<file path="src/rtl/see_pkg.sv">
package see_pkg;

	// Datapath width and default stack depth.
	localparam int DATA_W       = 64;
	localparam int HALF_W       = DATA_W / 2;
	localparam int STACK_DEPTH  = 64;

	// Width of the step counter of the arithmetic unit: it counts up to the number of quotient bits.
	localparam int ALU_CNT_W    = $clog2(DATA_W + 1);
	localparam int MUL_STEPS    = 3;

	// Token kinds.
	localparam logic TOK_NUMBER   = 1'b0;
	localparam logic TOK_OPERATOR = 1'b1;

	// Operator codes.
	typedef enum logic [1:0] {
		OP_ADD = 2'd0,
		OP_SUB = 2'd1,
		OP_MUL = 2'd2,
		OP_DIV = 2'd3
	} see_op_t;

	// Result status codes.
	typedef enum logic [1:0] {
		STS_OK        = 2'd0,
		STS_UNDERFLOW = 2'd1,
		STS_OVERFLOW  = 2'd2,
		STS_DIVZERO   = 2'd3
	} see_status_t;

	// Controller states.
	typedef enum logic [1:0] {
		S_IDLE,
		S_CALC,
		S_EMIT
	} see_state_t;

	// One input transaction.
	typedef struct packed {
		logic                     token_kind;
		logic signed [DATA_W-1:0] token_value;
		logic [1:0]               operator_code;
		logic                     last_token;
	} see_in_t;

	// One output transaction.
	typedef struct packed {
		logic signed [DATA_W-1:0] result_value;
		logic [1:0]               status;
	} see_out_t;

	// Per-cell shift control.
	typedef struct packed {
		logic load;
		logic push;
		logic pop;
	} see_cell_ctl_t;

	// Request to the multi-cycle arithmetic unit.
	typedef struct packed {
		logic              start;
		logic              is_div;
		logic [DATA_W-1:0] left;
		logic [DATA_W-1:0] right;
	} see_alu_req_t;

	// Status returned by the arithmetic unit.
	typedef struct packed {
		logic              busy;
		logic              done;
		logic [DATA_W-1:0] result;
	} see_alu_rsp_t;

endpackage

</file>
<file path="src/rtl/see_cell.sv">
module see_cell (
	input  logic                         clk,
	input  see_pkg::see_cell_ctl_t       ctl,
	input  logic [see_pkg::DATA_W-1:0]   load_d,
	input  logic [see_pkg::DATA_W-1:0]   up_d,
	input  logic [see_pkg::DATA_W-1:0]   dn_d,
	output logic [see_pkg::DATA_W-1:0]   q
);

	logic [see_pkg::DATA_W-1:0] val_q;

	// One stack entry: loaded at the head, or shifted from a neighbour.
	always_ff @(posedge clk) begin
		if (ctl.load) begin
			val_q <= load_d;
		end else if (ctl.push) begin
			val_q <= up_d;
		end else if (ctl.pop) begin
			val_q <= dn_d;
		end
	end

	assign q = val_q;

endmodule

</file>
<file path="config.mk">
export PLATFORM = sky130hd
export DESIGN_NAME = see_cell
export DESIGN_NICKNAME = d
export VERILOG_FILES = /design/src/rtl/see_pkg.sv /design/src/rtl/see_cell.sv
export SDC_FILE = /design/constraint.sdc
export NUM_CORES = 1
export LEC_CHECK = 0
export BUFFER_PORTS_ARGS = -buffer_cell sky130_fd_sc_hd__clkbuf_2
export CORE_ASPECT_RATIO = 1.4
export CORE_MARGIN = 10
export CORE_UTILIZATION = 36
export CTS_CLUSTER_DIAMETER = 40
export DETAILED_ROUTE_END_ITERATION = 16
export PLACE_DENSITY = 0.75
export SETUP_SLACK_MARGIN = 0.3
export SLEW_MARGIN = 25
export SYNTH_ARGS = -nofsm -noshare
export SYNTH_HDL_FRONTEND = slang
export SYNTH_SLANG_ARGS = --single-unit
</file>
<file path="constraint.sdc">
create_clock -name clk -period 2.2 [get_ports clk]
set_input_delay 0.22 -clock clk [delete_from_list [all_inputs] [get_ports clk]]
set_output_delay 0.22 -clock clk [all_outputs]
set_load 0.005 [all_outputs]
</file>
==> impl_metrics.csv <==
group,metric,value,unit
hold_path,worstHoldStart,"load_d[37]",
power_and_ir_drop,combPwrFrac,16.6,%
power_and_ir_drop,pwr-share-clk,40.6,%
drt,drt_iter0_drc,62,
timing,timing.fmax,797,MHz
final_layout,largest_reg_flops,64,
drt,wirelength,11200,um
yosys,yosysTopAreaCell,"edfxtp_1",
yosys,seq_area_frac_synth,58.7,%
timing,tns,0,ns
yosys,yosys-top-cells-area,"edfxtp_1 (59%), mux2i_1 (20%), o21ai_1 (9.8%)",
timing,setup_viol,0,
clock_tree,root_buffer,"clkbuf_16",
final_layout,final_cells,642,
yosys,synth_area,0.00327,mm2
global_route,grt_pass1_wl,17200,um
worst_setup_path,crit_arrival,1.23,ns
timing,rsz0062_at_grt,"no",
final_layout,seqCellArea,0.00192,mm2
hold_path,min_path_type,"input pin to flop",
global_route,grt_use_total,16.2,%
floorplan,start_util,36.7,%
clock_tree,clockBufferDepth,2,
clock_tree,cts.repair.resized,0,
placed_design,gp_congestion,0.789,
hold_path,min_delay_path_depth,3,
final_layout,multi_input_comb_area,0.00121,mm2
yosys,synth_top_cell_area_share,58.7,%
timing,slew_violations,0,
clock_tree,cts_tree,"built",
clock_tree,ctsHtreeMaxLevel,3,
worst_setup_path,crit_required,2.17,ns
yosys,synth_fp_nets,474,
floorplan,die_x,101,um
power_and_ir_drop,internal-power,2.80,mW
outcome,run_status,"complete, no violations",
floorplan,coreArea,0.00893,mm2
drt,drc,0,
yosys,syn_avg_cell_area,11.8,um2
worst_setup_path,crit_fanout,64,
drt,dr.pass1.iters,4,
global_route,grt_max_degree,129,
worst_setup_path,critPathCaptureType,"flop",
global_route,first_global_vias,3459,
clock_tree,clk_pin_slew,0.05,ns
placed_design,port_buffers,259,
drt,num_vias,3047,
power_and_ir_drop,net-switching-power,0.812,mW
clock_tree,cts_buffers,9,
power_and_ir_drop,p_leak,2.53,nW
floorplan,fp.dieArea,0.0134,mm2
timing,period_share,57.0,%
global_route,grt_overflow,0,
final_layout,fin_util,55.2,%
final_layout,num-nets-final,726,
worst_setup_path,start_kind,"input pin",
global_route,antenna_found_initial,0,
floorplan,rows,41,
drt,ant_nets,0,
yosys,ys_types,10,
worst_setup_path,path_class,"input pin to flop",
drt,via_per_inst,4.75,
final_layout,layout-drive-gt1-share,51.6,%
yosys,synth_cells,278,
power_and_ir_drop,switching_share,22.5,%
final_layout,n_antenna_cell,0,
floorplan,die_h,133,um
drt,routedWlPerCell,17.4,um
hold_path,hold-path-endpoint,"q[37]",
placed_design,hpwl,9260,um
power_and_ir_drop,ir_drop,0.000441,V
power_and_ir_drop,seqPwrFrac,42.7,%
timing,final_hold_viol_count,0,
clock_tree,cts-hold-fix-buffers,0,
clock_tree,clock_sinks,64,
timing,tightest_slew,0.795,ns
clock_tree,cts_setup_buffers,0,
floorplan,ioPinCount,260,
run,max_cap_viol_count,0,
timing,slew-limit-headroom,47.0,%
placed_design,dp_cells,626,
yosys,ys_warn_count,0,
yosys,ys_ff_latch,64,
timing,min_period,1.25,ns
final_layout,nFillCells,821,
final_layout,area_growth,50.5,%
power_and_ir_drop,power.density,733,mW/mm2
-- worst max-delay path: stages --
cell and delay, ns:
buf_4 0.13, or3_2 0.46, buf_4 0.37
-- power groups by stage --
stage	logic (mW)	registers (mW)	clock network [mW]
global placement	0.598	1.56	0
detailed placement	0.617	1.57	0
finish	0.600	1.54	1.46
floorplan	0.220	1.59	0
CTS	0.618	1.55	1.49
global route	0.673	1.56	1.56
-- synth_stat cells --
master,instances
edfxtp_1,64
buf_8,2
buf_2,6
o21ai_1,64
clkbuf_1,8
buf_6,4
mux2i_1,64
or3_1,1
nand2_1,64
buf_4,1
-- cells by family after synthesis --
logic type             Yosys count  share of synthesized area, %
AOI/OAI and AO/OA               64                          9.79
buffers and inverters           21                          4.36
DFF                             64                          58.7
muxes                           64                          19.6
and+or+nand+nor                 65                          7.53
-- placed cells by master, fill, tap and decap left out --
| cell | synthesis | layout |
|---|---|---|
| clkbuf_2 | 0 | 257 |
| mux2i_1 | 64 | 64 |
| nand2_1 | 64 | 64 |
| o21ai_1 | 64 | 64 |
| edfxtp_1 | 64 | 64 |
| clkbuf_16 | 0 | 9 |
| clkinv_1 | 0 | 3 |
| buf_4 | 1 | 3 |
| bufinv_16 | 0 | 2 |
| clkinvlp_4 | 0 | 2 |
| buf_12 | 0 | 2 |
| or3_2 | 0 | 1 |
-- routing by layer --
layer / vias up / routed length [um] / part of all wire (%) / GRT usage, %
met5: - / 0 / 0 / 0
met4: 0 / 214 / 1.9 / 5.91
met3: 15 / 1070 / 9.6 / 7.24
met2: 140 / 6170 / 55 / 29.8
li1: 1521 / - / - / -
met1: 1371 / 3710 / 33 / 15.1
-- through the flow --
| stage | worst slack (ns) | instance area, um2 | hold WS, ns | total power [mW] |
|---|---|---|---|---|
| detailed placement | 0.618 | 4610 | 0.513 | 2.19 |
| floorplan | 0.496 | 3270 | 0.414 | 1.81 |
| CTS | 0.952 | 4920 | 0.177 | 3.65 |
| finish | 0.946 | 4920 | 0.185 | 3.61 |
| global placement | 0.639 | 4610 | 0.507 | 2.16 |
| global route | 0.917 | 4920 | 0.189 | 3.79 |
-- worst max-delay path by stage --
stage,startpoint,endpoint,slack [ns],cells after the start
after floorplan,ctl[1],q[0],0.50,2
after global placement,ctl[1],q[46],0.64,3
after detailed placement,ctl[1],q[45],0.62,3
after CTS,ctl[1],q[50],0.95,3
after global routing,ctl[1],q[49],0.92,3
final,ctl[1],q[5],0.95,3
-- final cells by class --
type | count | area share, %
sequential | 64 | 39.0
clock inverter | 7 | 1.75
tap | 107 | 2.72
timing repair buffer | 262 | 27.4
multi-input combinational | 193 | 24.5
clock buffer | 9 | 4.57
No activity file was read; power rests on OpenSTA's default activity.
