--- src/rtl/see_pkg.sv ---
package see_pkg;

	// Datapath width and default stack depth.
	localparam int DATA_W       = 64;
	localparam int HALF_W       = DATA_W / 2;
	localparam int STACK_DEPTH  = 64;

	// Width of the step counter of the arithmetic unit: it counts up to the number of quotient bits.
	localparam int ALU_CNT_W    = $clog2(DATA_W + 1);
	localparam int MUL_STEPS    = 3;

	// Token kinds.
	localparam logic TOK_NUMBER   = 1'b0;
	localparam logic TOK_OPERATOR = 1'b1;

	// Operator codes.
	typedef enum logic [1:0] {
		OP_ADD = 2'd0,
		OP_SUB = 2'd1,
		OP_MUL = 2'd2,
		OP_DIV = 2'd3
	} see_op_t;

	// Result status codes.
	typedef enum logic [1:0] {
		STS_OK        = 2'd0,
		STS_UNDERFLOW = 2'd1,
		STS_OVERFLOW  = 2'd2,
		STS_DIVZERO   = 2'd3
	} see_status_t;

	// Controller states.
	typedef enum logic [1:0] {
		S_IDLE,
		S_CALC,
		S_EMIT
	} see_state_t;

	// One input transaction.
	typedef struct packed {
		logic                     token_kind;
		logic signed [DATA_W-1:0] token_value;
		logic [1:0]               operator_code;
		logic                     last_token;
	} see_in_t;

	// One output transaction.
	typedef struct packed {
		logic signed [DATA_W-1:0] result_value;
		logic [1:0]               status;
	} see_out_t;

	// Per-cell shift control.
	typedef struct packed {
		logic load;
		logic push;
		logic pop;
	} see_cell_ctl_t;

	// Request to the multi-cycle arithmetic unit.
	typedef struct packed {
		logic              start;
		logic              is_div;
		logic [DATA_W-1:0] left;
		logic [DATA_W-1:0] right;
	} see_alu_req_t;

	// Status returned by the arithmetic unit.
	typedef struct packed {
		logic              busy;
		logic              done;
		logic [DATA_W-1:0] result;
	} see_alu_rsp_t;

endpackage

--- src/rtl/see_alu.sv ---
module see_alu (
	input  logic                  clk,
	input  logic                  arst_n,
	input  see_pkg::see_alu_req_t req,
	output see_pkg::see_alu_rsp_t rsp
);

	localparam int W = see_pkg::DATA_W;
	localparam int H = see_pkg::HALF_W;
	localparam int CW = see_pkg::ALU_CNT_W;

	logic          busy_q;
	logic          done_q;
	logic          is_div_q;
	logic          neg_q;
	logic [CW-1:0] cnt_q;
	logic [W-1:0]  a_q;
	logic [W-1:0]  b_q;
	logic [W-1:0]  acc_q;
	logic [W-1:0]  rem_q;
	logic [W-1:0]  quo_q;
	logic [W-1:0]  result_q;

	logic [H-1:0]  mul_x;
	logic [H-1:0]  mul_y;
	logic [W-1:0]  prod;
	logic [W:0]    rem_sh;
	logic          rem_ge;
	logic [W-1:0]  left_mag;
	logic [W-1:0]  right_mag;

	// Magnitudes of the operands for the divider.
	assign left_mag  = req.left[W-1] ? (W'(0) - req.left) : req.left;
	assign right_mag = req.right[W-1] ? (W'(0) - req.right) : req.right;

	// One shared 32x32 multiplier, operand halves chosen by the step.
	always_comb begin
		case (cnt_q[1:0])
			2'd0: begin
				mul_x = a_q[H-1:0];
				mul_y = b_q[H-1:0];
			end
			2'd1: begin
				mul_x = a_q[H-1:0];
				mul_y = b_q[W-1:H];
			end
			default: begin
				mul_x = a_q[W-1:H];
				mul_y = b_q[H-1:0];
			end
		endcase
	end

	assign prod = mul_x * mul_y;

	// One restoring division step.
	assign rem_sh = {rem_q, quo_q[W-1]};
	assign rem_ge = (rem_sh >= {1'b0, b_q});

	// Sequencing of multiply (partial products) and divide (bit per cycle).
	always_ff @(posedge clk or negedge arst_n) begin
		if (!arst_n) begin
			busy_q <= 1'b0;
			done_q <= 1'b0;
			cnt_q  <= '0;
		end else begin
			done_q <= 1'b0;
			if (req.start) begin
				busy_q <= 1'b1;
				cnt_q  <= '0;
			end else if (busy_q) begin
				if ((is_div_q && cnt_q == CW'(W)) ||
				    (!is_div_q && cnt_q == CW'(see_pkg::MUL_STEPS))) begin
					busy_q <= 1'b0;
					done_q <= 1'b1;
				end else begin
					cnt_q <= cnt_q + CW'(1);
				end
			end
		end
	end

	// Datapath registers.
	always_ff @(posedge clk) begin
		if (req.start) begin
			is_div_q <= req.is_div;
			neg_q    <= req.left[W-1] ^ req.right[W-1];
			a_q      <= req.left;
			b_q      <= req.is_div ? right_mag : req.right;
			quo_q    <= left_mag;
			rem_q    <= '0;
		end else if (busy_q) begin
			if (is_div_q) begin
				if (cnt_q == CW'(W)) begin
					result_q <= neg_q ? (W'(0) - quo_q) : quo_q;
				end else begin
					rem_q <= rem_ge ? W'(rem_sh - {1'b0, b_q}) : rem_sh[W-1:0];
					quo_q <= {quo_q[W-2:0], rem_ge};
				end
			end else begin
				case (cnt_q[1:0])
					2'd0: acc_q <= prod;
					2'd1, 2'd2: acc_q <= acc_q + {prod[H-1:0], H'(0)};
					default: result_q <= acc_q;
				endcase
			end
		end
	end

	assign rsp.busy   = busy_q;
	assign rsp.done   = done_q;
	assign rsp.result = result_q;

endmodule

--- config.mk ---
export PLATFORM = sky130hd
export DESIGN_NAME = see_alu
export DESIGN_NICKNAME = d
export VERILOG_FILES = /design/src/rtl/see_pkg.sv /design/src/rtl/see_alu.sv
export SDC_FILE = /design/constraint.sdc
export NUM_CORES = 2
export LEC_CHECK = 0
export BUFFER_PORTS_ARGS = -buffer_cell sky130_fd_sc_hd__buf_4
export CORE_MARGIN = 5
export CORE_UTILIZATION = 50
export CTS_CLUSTER_DIAMETER = 120
export DETAILED_ROUTE_END_ITERATION = 16
export MAX_ROUTING_LAYER = met4
export PLACE_DENSITY = 0.66
export SLEW_MARGIN = 20
export SYNTH_ARGS = -nofsm -noshare
export SYNTH_HDL_FRONTEND = slang
export SYNTH_SLANG_ARGS = --single-unit
export TNS_END_PERCENT = 1
--- constraint.sdc ---
create_clock -name clk -period 23 [get_ports clk]
set_input_delay 2.3 -clock clk [delete_from_list [all_inputs] [get_ports clk]]
set_output_delay 2.3 -clock clk [all_outputs]
set_load 0.01 [all_outputs]
==> impl_metrics.csv <==
group,metric,value,unit
outcome,outcome,"complete, no violations",
cts,root_buffer,"clkbuf_16",
worst_hold_path,min_to,"rem_q[31]$_SDFFE_PP0P_",
global_routing,grtUsageTotal,31.5,%
cts,tritoncts,"yes",
cells_and_area,nets,7711,
synth,yosys.area.top_type,"fa_1",
cts,cts-htree-levels,2,
route,drcViolationCount,0,
cts,cts.sinks,395,
synth,synth_warnings,0,
synth,synth.avg_cell_area,9.04,µm²
worst_setup_path,r2r-start,"cnt_q[0]$_DFFE_PN0P_",
cts,cts_made_buffers,42,
route,ant_nets,0,
place,routabilityCongestion,1.03,
worst_setup_path,crit_top_cell,"fa_1",
route,drt-initial-drc-count,4230,
timing,maxSlewHeadroom,21.4,%
synth,ys_top_cells_by_area,"fa_1 32%, edfxtp_1 17%, ha_1 8.1%",
worst_hold_path,whs_path_depth,2,
worst_hold_path,hold_class,"flop to flop",
cells_and_area,diodes,0,
synth,synthTopCellsByCount,"1007 x inv_1, 974 x nand2_1, 898 x fa_1, 580 x nor2_1, 366 x ha_1",
timing,fmax,86.0,MHz
synth,yosysSeqAreaShare,19.7,%
place,port-buffer-count,197,
place,hpwl,149000,µm
timing,timing_worst_slew_pin_value,1180,ps
global_routing,grt_max_degree,97,
worst_setup_path,worstSetupEndpointType,"flop",
cts,cts_setup_buffers,0,
synth,yosysMostFrequentCell,"inv_1",
cts,post_cts_resized,0,
synth,synth_top_area_share,31.7,%
route,wl_per_cell,23.7,µm
timing,hold_viol_final,0,
synth,syn_area,56700,µm²
global_routing,grt_pass1_vias,45845,
synth,postSynthRegisterBits,395,
route,via_per_inst,5.80,
job,max_cap_violations,0,
cells_and_area,fillerInstances,10231,
die,core-area,112000,µm²
worst_setup_path,reg2reg_slack,11380,ps
cts,cts_buffer_depth,3,
global_routing,grt_pass1_wl,282000,µm
worst_setup_path,slowest_stage,"buf_4",
synth,synth_ff_type,"edfxtp_1",
die,dieArea,120000,µm²
worst_hold_path,min-delay-start,"rem_q[31]$_SDFFE_PP0P_",
timing,fin_tns_setup,0,ps
global_routing,grt_antenna_before_repair,0,
worst_setup_path,cp.required,23440,ps
route,wl,186000,µm
timing,hold_ws,482,ps
worst_setup_path,setup.worst_path.start,"cnt_q[0]$_DFFE_PN0P_",
cts,hold_buffers,0,
die,start_util,50.4,%
worst_setup_path,critical_path_class,"flop to flop",
worst_setup_path,cp.arrival,12060,ps
cts,clk-insertion-delay-late,620,ps
worst_setup_path,path_max_fanout,43,
timing,fin_skew,48.8,ps
die,ios,198,
timing,min_period,11620,ps
cts,clk_pin_slew_worst_paths,60,ps
worst_setup_path,max_stage_delay,690,ps
cells_and_area,area_growth,8.22,%
route,vias,45538,
cells_and_area,drive_gt1_share,7.75,%
synth,synth_nets,7666,
worst_setup_path,rr_worst_depth,41,
synth,synth_edf_count,322,
global_routing,grt.overflow.total,0,
die,die_width,347,µm
worst_setup_path,worst_setup_path_start_kind,"flop",
timing,drv_slew,0,
worst_setup_path,rr_endpoint,"acc_q[61]$_DFFE_PP_",
synth,synth-async-reset-ratio,2.28,%
synth,netlist_instances,6270,
timing,setup_violations,0,
timing,post-route-period-util,50.5,%
synth,post_synth_num_cell_types,82,
die,die_y,347,µm
die,num_rows,123,
route,dr.pass1.iters,6,
timing,rsz0062_at_grt,"no",
-- metrics by stage --
stage,std cells,area (µm²),util (%),setup slack (ps)
floorplan,6270,56700,-,11820
global placement,7771,59800,53.2,11670
detailed placement,7771,59800,53.2,11370
CTS,7847,61300,54.5,11330
global route,7847,61300,54.5,10710
finish,7847,61300,54.5,11380
-- flip-flops by register name (all words and copies together) (netlist names) --
name and count:
a_q 64, acc_q 64, b_q 64, quo_q 64, rem_q 64, result_q 64
cnt_q 7, busy_q 1, done_q 1, is_div_q 1, neg_q 1
-- cells by family after synthesis --
group	Yosys count	share of synthesized area [%]
buffers and inverters	1302	8.69
adder cells (fa/ha/maj)	1264	39.8
AND/OR/NAND/NOR	1927	14.4
flip-flops	395	19.7
XOR/XNOR	333	5.15
AO/OA/AOI/OAI	923	9.85
multiplexers	126	2.35
-- worst max-delay path, delay by kind of cell (launching register included) --
| family | cells | cell delay [ps] |
|---|---|---|
| flip-flops | 1 | 440 |
| multiplexers | 1 | 300 |
| adder cells (fa/ha/maj) | 11 | 4690 |
| AND/OR/NAND/NOR | 6 | 1200 |
| XOR/XNOR | 1 | 200 |
| buffers and inverters | 8 | 1550 |
| AO/OA/AOI/OAI | 14 | 2970 |
-- final cells by class --
class | instances | area, µm² | share of cell area, %
Timing Repair Buffer | 296 | 2230 | 3.64
Multi-Input combinational cell | 4573 | 40800 | 66.5
Tap cell | 1500 | 1880 | 3.06
Clock buffer | 48 | 1090 | 1.79
Clock inverter | 28 | 397 | 0.647
Sequential cell | 395 | 11200 | 18.2
Inverter | 1007 | 3780 | 6.16
-- layer usage --
metal	routed length, µm	global-route usage [%]
met1	76200	42.9
met2	83500	47.9
met3	17800	5.47
met4	8320	11.2
met5	0	-
-- how the worst max path moves through the flow --
| stage | to | slack (ps) | cells after the start |
|---|---|---|---|
| floorplan | acc_q[61]$_DFFE_PP_ | 11820 | 40 |
| global placement | acc_q[61]$_DFFE_PP_ | 11670 | 37 |
| detailed placement | acc_q[61]$_DFFE_PP_ | 11370 | 37 |
| CTS | acc_q[61]$_DFFE_PP_ | 11330 | 37 |
| global route | acc_q[61]$_DFFE_PP_ | 10710 | 38 |
| finish | acc_q[61]$_DFFE_PP_ | 11380 | 41 |
-- cells in the final DEF (no fill, tap or decap), types with 31 or more instances in the layout --
cell type  netlist  final
mux2i_1         72     61
nand3_1         45     45
nor2b_1         31     31
clkbuf_16        0     43
buf_4            2    295
and2_1          54     54
dfxtp_1         64     64
mux2_2          54     54
fa_1           898    898
o21ai_0        253    238
ha_1           366    365
xnor2_1        147    147
nand2_1        974    974
a21oi_1        308    307
a21o_1          86     85
nand2b_1        38     38
o21a_1          41     41
o31ai_1         60     60
edfxtp_1       322    322
inv_1         1007   1006
nor2_1         580    579
nand4_1         36     36
xor2_1         186    186
nor3_1          39     38
Power is left out: the tool's default activity adds up to more than one toggle a clock period on the data nets, which glitch-free logic cannot reach.
